<file path="config.mk">
export PLATFORM = sky130hd
export DESIGN_NAME = tdch_ctrl
export DESIGN_NICKNAME = d
export VERILOG_FILES = /design/src/design/tdch_pkg.sv /design/src/design/tdch_ctrl.sv
export SDC_FILE = /design/constraint.sdc
export NUM_CORES = 1
export LEC_CHECK = 0
export BUFFER_PORTS_ARGS = -buffer_cell sky130_fd_sc_hd__buf_2
export CORE_AREA = 2 2 39 41
export CTS_CLUSTER_DIAMETER = 30
export CTS_CLUSTER_SIZE = 10
export DETAILED_ROUTE_END_ITERATION = 10
export DIE_AREA = 0 0 41 43
export GPL_TIMING_DRIVEN = 0
export HOLD_SLACK_MARGIN = 0.06
export SYNTH_ARGS = -nofsm -noshare
export SYNTH_HDL_FRONTEND = slang
export SYNTH_SLANG_ARGS = --single-unit
export TNS_END_PERCENT = 30
</file>
<file path="constraint.sdc">
create_clock -name aclk -period 1.7 [get_ports aclk]
set_input_delay 0.51 -clock aclk [delete_from_list [all_inputs] [get_ports aclk]]
set_output_delay 0.51 -clock aclk [all_outputs]
set_load 0.02 [all_outputs]
</file>
<file path="src/design/tdch_pkg.sv">
// ============================================================================
// tdch_pkg
// Shared constants, types and helpers for the tile distinct-color histogram.
// ============================================================================
`timescale 1ns / 1ps
`default_nettype none

package tdch_pkg;

    localparam int MAX_WIDTH   = 1024;
    localparam int MAX_HEIGHT  = 1024;

    localparam int CFG_W       = 11;
    localparam int CFG_IDX_W   = 2;
    localparam logic [CFG_IDX_W-1:0] REG_IMAGE_WIDTH  = 2'd0;
    localparam logic [CFG_IDX_W-1:0] REG_IMAGE_HEIGHT = 2'd1;
    localparam logic [CFG_W-1:0] SIZE_RESET = 11'd64;

    localparam int PIX_W       = 8;
    localparam int COLORS      = 256;
    localparam int TILE_LOG    = 3;

    localparam int COL_W       = $clog2(MAX_WIDTH);
    localparam int ROW_W       = $clog2(MAX_HEIGHT);
    localparam int W_SIZE_W    = $clog2(MAX_WIDTH + 1);
    localparam int H_SIZE_W    = $clog2(MAX_HEIGHT + 1);
    localparam int TILE_COLS   = (MAX_WIDTH + 7) / 8;
    localparam int TILE_W      = (TILE_COLS > 1) ? $clog2(TILE_COLS) : 1;

    localparam int BIN_COUNT   = 64;
    localparam int BIN_W       = 6;
    localparam int DC_W        = 7;
    localparam int TC_W        = 15;

    localparam int CHUNK_W     = 64;
    localparam int CHUNKS      = COLORS / CHUNK_W;
    localparam int CHUNK_IDX_W = $clog2(CHUNKS);
    localparam int CHUNK_BYTES = CHUNK_W / 8;

    typedef struct packed {
        logic accept;
        logic merge;
        logic count_step;
        logic hist_rd;
        logic hist_wr;
        logic dump_rd;
        logic dump_ld;
        logic dump_next;
        logic dump_done;
    } dp_cmd_t;

    typedef struct packed {
        logic tile_done;
        logic image_end;
        logic count_last;
        logic out_taken;
        logic bin_last;
    } dp_status_t;

    function automatic logic [3:0] pop8(input logic [7:0] b);
        logic [3:0] n;
        n = 4'd0;
        for (int i = 0; i < 8; i++) begin
            n = n + {3'd0, b[i]};
        end
        return n;
    endfunction

endpackage

`default_nettype wire

</file>
<file path="src/design/tdch_ctrl.sv">
// ============================================================================
// tdch_ctrl
// Sequencer: pixel read-modify-write, tile count, histogram update, bin dump.
// ============================================================================
`timescale 1ns / 1ps
`default_nettype none

module tdch_ctrl (
    input  wire logic                 aclk,
    input  wire logic                 aresetn,
    input  wire logic                 s_valid,
    output logic                      s_ready,
    input  wire tdch_pkg::dp_status_t status,
    output tdch_pkg::dp_cmd_t         cmd
);
    import tdch_pkg::*;

    localparam logic [3:0] ST_IDLE  = 4'd0;
    localparam logic [3:0] ST_READ  = 4'd1;
    localparam logic [3:0] ST_MERGE = 4'd2;
    localparam logic [3:0] ST_COUNT = 4'd3;
    localparam logic [3:0] ST_HRD   = 4'd4;
    localparam logic [3:0] ST_HWR   = 4'd5;
    localparam logic [3:0] ST_DRD   = 4'd6;
    localparam logic [3:0] ST_DLD   = 4'd7;
    localparam logic [3:0] ST_DOUT  = 4'd8;

    logic [3:0] state_reg;
    logic [3:0] state_next;

    always_comb begin
        state_next = state_reg;
        cmd        = '0;
        s_ready    = 1'b0;
        unique case (state_reg)
            ST_IDLE: begin
                s_ready = 1'b1;
                if (s_valid) begin
                    cmd.accept = 1'b1;
                    state_next = ST_READ;
                end
            end
            ST_READ: begin
                state_next = ST_MERGE;
            end
            ST_MERGE: begin
                cmd.merge  = 1'b1;
                state_next = status.tile_done ? ST_COUNT : ST_IDLE;
            end
            ST_COUNT: begin
                cmd.count_step = 1'b1;
                if (status.count_last) begin
                    state_next = ST_HRD;
                end
            end
            ST_HRD: begin
                cmd.hist_rd = 1'b1;
                state_next  = ST_HWR;
            end
            ST_HWR: begin
                cmd.hist_wr = 1'b1;
                state_next  = status.image_end ? ST_DRD : ST_IDLE;
            end
            ST_DRD: begin
                cmd.dump_rd = 1'b1;
                state_next  = ST_DLD;
            end
            ST_DLD: begin
                cmd.dump_ld = 1'b1;
                state_next  = ST_DOUT;
            end
            ST_DOUT: begin
                if (status.out_taken) begin
                    if (status.bin_last) begin
                        cmd.dump_done = 1'b1;
                        state_next    = ST_IDLE;
                    end else begin
                        cmd.dump_next = 1'b1;
                        state_next    = ST_DRD;
                    end
                end
            end
            default: begin
                state_next = ST_IDLE;
            end
        endcase
    end

    always_ff @(posedge aclk) begin
        if (!aresetn) begin
            state_reg <= ST_IDLE;
        end else begin
            state_reg <= state_next;
        end
    end

endmodule

`default_nettype wire

</file>
Word-level counts from Yosys, hierarchy flattened:

Cells that the tools add are included.

* eq/ne operators: 11
* mux-type cells: 20
* reduce and logical (&&, ||, !) cells: 2

Operators by type and width (count)
* 4-bit one-hot mux with 9 select lines: 1
* 4-bit by 3-bit equality test with 1-bit output, second input constant: 4
* 4-bit 2-to-1 mux: 3
* 1-bit 2-to-1 mux: 11
* 4-bit by 2-bit equality test with 1-bit output, second input constant: 2
* 2-bit 2-to-1 mux: 3
* 3-bit 2-to-1 mux: 2
* 2-bit != test, second input constant: 3
* 4-bit by 1-bit equality test with 1-bit output, second input constant: 1
* 4-bit equality test, second input constant: 1
* 4-bit logical NOT: 1
* 3-bit AND reduction: 1

* flip-flop bits (word level): 4
* input bits: 8
* output and inout port bits: 10
* logic and storage cells: 34

Depth between registers and ports, before layout:

Gate-level depths: netlist of the first run.

* depth in word-level cells: 3
* gate-level depth with buffers: 5
* gate-level depth less buffers: 4

Worst setup path after synthesis of the first run:

Ideal clock, no wire load.

* path kind: flip-flop to output port
* start: register state_reg[2]
* end: output cmd[8] in the netlist's numbering
* arrival time: 1594 ps
* data required time: 1190 ps
* slack: -404 ps
* cell stages (with the launch flop): 4
* buffers on the path: 1
* cells stage by stage: dfxtp_1 > clkbuf_1 > nor4_1 > and2_1

RTL lines
* start: declaration: line tdch_ctrl.sv:28 `logic [3:0] state_reg;`
* start signal: assignment: line tdch_ctrl.sv:93 `state_reg <= state_next;`
* end: declaration: line tdch_ctrl.sv:14 `output tdch_pkg::dp_cmd_t cmd`

==> results of run 1 <==
[cells by family (layout without fill, tap and decap cells)]
group / count (synthesis) / after routing / synth area share [%]
AOI/OAI and AO/OA: 11 / 11 / 22.1
buffers and inverters: 9 / 33 / 12.3
DFF: 4 / 4 / 22.5
and+or+nand+nor: 26 / 26 / 43.2
[cell type report]
| cell class | count | share of cell area [%] |
|---|---|---|
| buffer | 4 | 8.47 |
| clock buffer | 3 | 3.63 |
| timing repair buffer | 21 | 22.4 |
| tap | 16 | 3.23 |
| multi-input combinational | 37 | 46.0 |
| inverter | 5 | 3.02 |
| sequential | 4 | 13.3 |
[power groups by stage]
stage / Sequential (mW) / Combinational (mW) / Clock [mW]
global route: 0.107 / 0.180 / 0.123
finish: 0.107 / 0.165 / 0.114
detailed placement: 0.106 / 0.127 / 0
global placement: 0.106 / 0.126 / 0
floorplan: 0.105 / 0.0927 / 0
CTS: 0.106 / 0.135 / 0.123
[worst max-delay path, cell delays in order, from the launching register on]
cell     delay [ns]
dfxtp_2        0.32
buf_8          0.12
or4b_4         0.51
nor3b_4        0.19
buf_6          0.14
[cell usage in the layout (no fill, tap or decap), types with 2 or more instances in the layout]
cell      netlist  layout
buf_2           2      12
dfxtp_1         4       2
inv_1           4       4
nor3_2          0       2
buf_6           1       5
buf_8           0       2
nor2_1          7       7
nand3b_1        3       3
clkbuf_4        0       3
buf_4           0       6
dfxtp_2         0       2
o21ai_1         2       2
[path summary, 6_finish.rpt]
path / from / to / slack (ns) / depth (start not counted)
max: state_reg[1] / cmd[1] / -0.33 / 4
min: aresetn / state_reg[0] / 0.55 / 2
max reg2reg: state_reg[1] / state_reg[1] / 0.30 / 5
min reg2reg: state_reg[2] / state_reg[2] / 0.69 / 3
[what timing repair did]
| action | in CTS | in global routing |
|---|---|---|
| hold buffers | 0 | 0 |
| setup endpoints to repair | 10 | 10 |
| gates resized for setup | 12 | 11 |
| pin swaps | 0 | 3 |
| setup buffers | 0 | 4 |
[layer usage]
metal  share of wire (%)  track usage [%]  wire length (µm)
met5                   0                0                 0
met3                 4.6             1.57                46
met1                  43             12.8               421
met4                   0             6.00                 0
met2                  53             17.8               522
[cell usage after synthesis]
cell type | instances | share of area [%]
dfxtp_1 | 4 | 22
nor2_1 | 7 | 7.4
and3_1 | 1 | 1.8
and3b_1 | 1 | 2.5
a21oi_1 | 1 | 1.4
nor3b_1 | 1 | 2.1
nor3_1 | 4 | 5.6
clkbuf_1 | 1 | 1.1
nand2b_1 | 1 | 1.8
o211a_1 | 1 | 2.8
o21a_1 | 1 | 2.1
a21boi_0 | 1 | 2.1
o21ai_0 | 1 | 1.4
nand3_1 | 1 | 1.4
and4_1 | 1 | 2.5
or3_1 | 1 | 1.8
a31oi_1 | 1 | 1.8
inv_2 | 1 | 1.1
buf_6 | 1 | 3.2
inv_1 | 4 | 4.2
and2_1 | 1 | 1.8
nor2_2 | 1 | 1.8
buf_2 | 2 | 2.8
o2bb2ai_1 | 1 | 2.5
o21ai_1 | 2 | 2.8
o311a_1 | 1 | 2.8
a221oi_1 | 1 | 2.5
nand3b_1 | 3 | 6.3
or4b_4 | 1 | 3.9
nor4_1 | 1 | 1.8
nand2_1 | 1 | 1.1
==> flow_summary.json, run 1 <==
{
  "leakagePower_nw": 0.306,
  "clk_path_buf_depth": 2,
  "cp.arrival_ns": 1.52,
  "postLayoutCoreUtil_pct": 44.8,
  "dieArea_um2": 1760,
  "critPathMaxFanout": 6,
  "crit_path_end_kind": "primary output",
  "ys_seq_area_share_pct": 22.5,
  "cp-start-kind": "flop",
  "outcome": "finished with violations",
  "diodes": 0,
  "fin_crit_ns": 2.03,
  "fmax_mhz": 493,
  "swShare_pct": 31.8,
  "grt_pass1_wl_um": 1350,
  "syn_area_per_cell_um2": 7.13,
  "dp_hpwl_um": 707,
  "setup_viol": 5,
  "antenna_found_initial": 0,
  "start_util_pct": 25.8,
  "design_area_um2": 621,
  "final_cells": 90,
  "power_switching_uw": 122,
  "cts-root-buf": "clkbuf_4",
  "worstSkewPairLatency_ns": 0.23,
  "synth_cells": 50,
  "routed_via_density": 4.84,
  "syn_area_um2": 357,
  "drv_cap": 0,
  "internal-power_uw": 263,
  "hold_viol_final": 0,
  "setup_ws_ns": -0.329,
  "yosysWarnings": 0,
  "finClkSkew_ns": 0.00582,
  "drtPass1Iterations": 3,
  "drv_slew": 0,
  "die_h_um": 43,
  "power_frac_comb_pct": 42.7,
  "fin_total_pwr_uw": 386,
  "wl_per_cell_um": 11.0,
  "tritoncts": "done",
  "globalRoute.totalOverflow": 0,
  "first_global_vias": 372,
  "place_congestion": 0.707,
  "grt_usage_pct": 10.9,
  "clk_pin_slew_ns": 0.04,
  "largest_reg_flops": 4,
  "remaining_drc_errors": 0,
  "synth-seq-cells": 4,
  "place_ws_ns": -0.171,
  "num_rows": 14,
  "path_class": "flop to primary output",
  "seq_power_share_pct": 27.8,
  "ant_nets": 0,
  "slew_headroom_pct": 84.6,
  "port_buffers": 17,
  "critPathRequiredTime_ns": 1.19,
  "min_period_over_period_pct": 119,
  "fillers": 142,
  "place_inst": 83,
  "synth.distinct_cells": 31,
  "wl_um": 990,
  "tightest_slew_ns": 0.229,
  "multi_input_area_um2": 285,
  "coreArea_um2": 1380,
  "cts_buffers": 3,
  "die_width_um": 41,
  "drive_above_1_share_pct": 52.7,
  "area_growth_pct": 74.0,
  "vias": 436,
  "cts_sinks": 4,
  "fin_nets": 84,
  "pwr-share-clk_pct": 29.5,
  "pwr_density_cell_nw_per_um2": 621,
  "peakVddDrop_mv": 0.325,
  "postSynthNetCount": 58,
  "io-pin-count": 18,
  "violations": "negative setup slack",
  "seqCellArea_um2": 82.6,
  "rsz0062_at_grt": "true",
  "grt_max_degree": 11,
  "cts.htree.levels": 1,
  "drtIter0Drc": 3,
  "holdWs_ns": 0.553,
  "tns_ns": -0.820,
  "hold_path_class": "input port to flop",
  "dpl-instance-area_um2": 493
}
(Power assumes the default switching activity.)
==> run 2: changes to the inputs <==
- SETUP_SLACK_MARGIN: default -> 0.15
==> run 2 against run 1 <==
Largest power group unchanged. Worst hold slack lost 0.0044 ns. Combinational power shrank 13%. First-iteration DRC count grew 33%. The flow still finishes with violations (negative setup slack). Sequential power is essentially flat. Design area shrank 5.8%. Final cell count shrank 3.3%.
==> flow_summary.json, run 2 (synthesis results as in run 1) <==
{
  "outcome": "finished with violations",
  "violations": "negative setup slack",
  "drive_above_1_share_pct": 47.9,
  "tritoncts": "done",
  "min_period_over_period_pct": 119,
  "cp-start-kind": "flop",
  "worstSkewPairLatency_ns": 0.23,
  "routed_via_density": 4.91,
  "grt_usage_pct": 12.6,
  "hold_viol_final": 0,
  "die_h_um": 43,
  "fillers": 154,
  "cts_buffers": 3,
  "hp-start": "aresetn",
  "slew_headroom_pct": 84.5,
  "cp.arrival_ns": 1.52,
  "design_area_um2": 584,
  "die_width_um": 41,
  "area_growth_pct": 63.9,
  "drtPass1Iterations": 4,
  "cts-root-buf": "clkbuf_4",
  "vias": 427,
  "fin_nets": 81,
  "grt_pass1_wl_um": 1510,
  "grt_max_degree": 11,
  "num_rows": 14,
  "clk_path_buf_depth": 2,
  "hold_path_class": "input port to flop",
  "r2r_end": "state_reg[2]",
  "dpl-instance-area_um2": 495,
  "r2r-start": "state_reg[1]",
  "cts.htree.levels": 1,
  "remaining_drc_errors": 0,
  "critPathMaxFanout": 10,
  "cts_hold_buf": 0,
  "reg2reg_depth": 6,
  "crit_path_end_kind": "primary output",
  "final_common_cell": "buf_2",
  "pwr_density_cell_nw_per_um2": 625,
  "fin_crit_ns": 2.03,
  "dieArea_um2": 1760,
  "place_congestion": 0.706,
  "diodes": 0,
  "rrSetupSlack_ns": 0.21,
  "port_buffers": 17,
  "largest_reg_flops": 4,
  "peakVddDrop_mv": 0.265,
  "drv_slew": 0,
  "fmax_mhz": 493,
  "globalRoute.totalOverflow": 0,
  "start_util_pct": 25.8,
  "postLayoutCoreUtil_pct": 42.2,
  "leakagePower_nw": 0.291,
  "setup_viol": 6,
  "wl_um": 983,
  "ant_nets": 0,
  "min_path_cells": 2,
  "antenna_found_initial": 0,
  "dp_hpwl_um": 705,
  "tightest_slew_ns": 0.231,
  "wl_per_cell_um": 11.3,
  "mostFrequentLayoutCells": "buf_2, nor2_1, buf_6",
  "coreArea_um2": 1380,
  "cts_sinks": 4,
  "finClkSkew_ns": 0.0000690,
  "clk_pin_slew_ns": 0.04,
  "drtIter0Drc": 4,
  "io-pin-count": 18,
  "setup_ws_ns": -0.328,
  "path_class": "flop to primary output",
  "drv_cap": 0,
  "min_to": "state_reg[0]",
  "critPathRequiredTime_ns": 1.19,
  "first_global_vias": 381,
  "rsz0062_at_grt": "true"
}
[run 2: per-layer routing]
| metal | GRT usage, % | vias up | routed length, µm |
|---|---|---|---|
| met4 | 8.00 | 0 | 0 |
| met5 | 0 | - | 0 |
| met3 | 1.57 | 0 | 60 |
| met1 | 14.5 | 192 | 406 |
| li1 | - | 220 | - |
| met2 | 20.3 | 15 | 515 |
[run 2: worst max-delay path: stages (launching register included)]
cell and delay [ns]:
dfxtp_2 0.31, buf_6 0.13, or4b_4 0.51, nor3b_4 0.19, buf_6 0.14
[run 2: layout make-up]
class	instances	area (µm²)	share of cell area [%]
Buffer	4	47.5	8.14
Tap cell	16	20.0	3.43
Multi-Input combinational cell	37	280	48.0
Sequential cell	4	82.6	14.1
Timing Repair Buffer	18	113	19.3
Clock buffer	3	22.5	3.85
Inverter	5	18.8	3.21
[run 2: repair_timing]
item / CTS / global route
pin swaps: 1 / 2
buffers inserted: 1 / 0
endpoints found under the hold margin: 0 / 0
setup endpoints to repair: 10 / 12
gates resized for setup: 13 / 5
[run 2: worst max-delay path by stage]
stage | from | to
2_1_floorplan | state_reg[1] | cmd[1]
3_5_place_dp | state_reg[3] | cmd[1]
6_report | state_reg[1] | cmd[1]
3_3_place_gp | state_reg[3] | cmd[1]
5_1_grt | state_reg[1] | cmd[1]
4_1_cts | state_reg[1] | cmd[1]
[run 2: power by group]
group | switching, mW | internal [mW]
sequential | 0.00561 | 0.102
combinational | 0.0777 | 0.0659
clock | 0.0351 | 0.0787
total | 0.118 | 0.247
[run 2: metrics by stage]
| stage | instances | setup TNS [ns] | hold WS, ns | setup WS [ns] | power, mW |
|---|---|---|---|---|---|
| 5_1_grt | 87 | -1.24 | 0.551 | -0.369 | 0.388 |
| 3_5_place_dp | 83 | -0.268 | 0.760 | -0.128 | 0.232 |
| 3_3_place_gp | 83 | -0.253 | 0.756 | -0.123 | 0.233 |
| 6_report | 87 | -0.794 | 0.548 | -0.328 | 0.365 |
| 2_1_floorplan | 50 | -0.0720 | 0.627 | -0.0362 | 0.198 |
| 4_1_cts | 87 | -0.861 | 0.537 | -0.333 | 0.362 |
==> run 3: changes to the inputs <==
- MAX_ROUTING_LAYER: default -> met4
==> run 3 against run 2 <==
The run still ends with negative setup slack left. Design area unchanged. Setup slack is essentially flat. First-iteration DRC count is 25% higher. Die area unchanged. Worst hold slack barely moved. Critical path depth unchanged. Flip-flop and latch count stayed put. Final cell count did not move. Sequential power barely moved. Non-clock buffer count did not move. Clock skew is essentially flat. Via count increased by 0.47%.
==> flow_summary.json, run 3 (synthesis results as in run 1) <==
{
  "grt_pass1_wl_um": 1510,
  "cts_hold_buf": 0,
  "fmax_mhz": 493,
  "power_switching_uw": 118,
  "io-pin-count": 18,
  "hold_path_class": "input port to flop",
  "fin_crit_ns": 2.03,
  "tns_ns": -0.794,
  "seqCellArea_um2": 82.6,
  "drtIter0Drc": 5,
  "globalRoute.totalOverflow": 0,
  "setup_ws_ns": -0.328,
  "drive_above_1_share_pct": 47.9,
  "drtPass1Iterations": 4,
  "routed_via_density": 4.93,
  "hold_viol_final": 0,
  "remaining_drc_errors": 0,
  "critPathMaxFanout": 10,
  "fin_total_pwr_uw": 365,
  "seq_power_share_pct": 29.5,
  "leakagePower_nw": 0.291,
  "r2r-start": "state_reg[1]",
  "swShare_pct": 32.4,
  "fin_nets": 81,
  "cpLargestDelayFamily": "simple AND/OR/NAND/NOR gates",
  "crit_path_end_kind": "primary output",
  "cp.depth": 4,
  "holdWs_ns": 0.548,
  "critPathRequiredTime_ns": 1.19,
  "cts-root-buf": "clkbuf_4",
  "cts.htree.levels": 1,
  "cp_slowest_cell": "or4b_4",
  "mostFrequentLayoutCells": "buf_2, nor2_1, buf_6",
  "start_util_pct": 25.8,
  "clk_pin_slew_ns": 0.04,
  "rsz0062_at_grt": "true",
  "fillers": 154,
  "dieArea_um2": 1760,
  "internal-power_uw": 247,
  "final_cells": 87,
  "cts_sinks": 4,
  "crit_chain": "buf_6, or4b_4, nor3b_4, buf_6",
  "ant_nets": 0,
  "cts_buffers": 3,
  "rrSetupSlack_ns": 0.21,
  "clk_path_buf_depth": 2,
  "largest_reg_flops": 4,
  "cp_common_cell": "buf_6",
  "path_class": "flop to primary output",
  "port_buffers": 17,
  "wl_um": 984,
  "vias": 429,
  "tightest_slew_ns": 0.231,
  "cp-start-kind": "flop",
  "pwr-share-clk_pct": 31.2,
  "wl_per_cell_um": 11.3,
  "place_ws_ns": -0.128,
  "max_stage_delay_ns": 0.51,
  "coreArea_um2": 1380,
  "crit_path_start": "state_reg[1]",
  "outcome": "finished with violations",
  "slew_headroom_pct": 84.5,
  "power_frac_comb_pct": 39.3,
  "drv_slew": 0,
  "pwr_density_cell_nw_per_um2": 625,
  "drv_cap": 0,
  "dp_hpwl_um": 705,
  "reg2reg_depth": 6,
  "first_global_vias": 380,
  "r2r_end": "state_reg[2]",
  "setup_viol": 6,
  "finClkSkew_ns": 0.0000754,
  "die_width_um": 41,
  "grt_usage_pct": 12.9,
  "tritoncts": "done",
  "diodes": 0,
  "worstSkewPairLatency_ns": 0.23,
  "antenna_found_initial": 0,
  "place_inst": 83,
  "min_period_over_period_pct": 119,
  "cp.arrival_ns": 1.52,
  "dpl-instance-area_um2": 495,
  "critPathCapture": "cmd[1]",
  "grt_max_degree": 11,
  "violations": "negative setup slack",
  "worst-path-buf-inv": 2,
  "num_rows": 14,
  "design_area_um2": 584,
  "multi_input_area_um2": 280,
  "final_common_cell": "buf_2",
  "place_congestion": 0.713,
  "die_h_um": 43,
  "peakVddDrop_mv": 0.265,
  "area_growth_pct": 63.9,
  "postLayoutCoreUtil_pct": 42.2
}
==> run 3: cell counts in the layout (fill, tap and decap cells not counted) <==
No cell type changed its count.
==> run 3: final cells by class <==
type                       instances  area share, %
multi-input combinational         37           48.0
timing repair buffer              18           19.3
sequential                         4           14.1
buffer                             4           8.14
clock buffer                       3           3.85
tap                               16           3.43
inverter                           5           3.21
==> run 3: repair_timing <==
action	4_1_cts	5_1_grt
resized for setup	13	5
endpoints found under the setup margin	10	12
pin swaps	1	2
buffers inserted	1	0
cloned	0	0
==> run 3: how the worst min path moves through the flow <==
| stage | depth (start not counted) | from | slack, ns | to |
|---|---|---|---|---|
| 2_1_floorplan | 1 | aresetn | 0.63 | state_reg[1] |
| 3_3_place_gp | 3 | state_reg[2] | 0.76 | state_reg[3] |
| 3_5_place_dp | 3 | state_reg[1] | 0.76 | state_reg[2] |
| 4_1_cts | 2 | aresetn | 0.54 | state_reg[0] |
| 5_1_grt | 2 | aresetn | 0.55 | state_reg[0] |
| 6_report | 2 | aresetn | 0.55 | state_reg[0] |
==> run 3: metal layers <==
layer	part of all wire [%]	up-vias	track usage [%]
met1	41	192	14.5
met3	6.1	2	1.57
li1	-	220	-
met4	0.61	0	8.00
met5	0	-	-
met2	52	15	20.3
==> run 3: power by group through the flow <==
stage,clock network [mW],logic [mW],registers (mW)
2_1_floorplan,0,0.0927,0.105
3_3_place_gp,0,0.127,0.106
3_5_place_dp,0,0.126,0.106
4_1_cts,0.122,0.134,0.105
5_1_grt,0.123,0.157,0.108
6_report,0.114,0.144,0.108
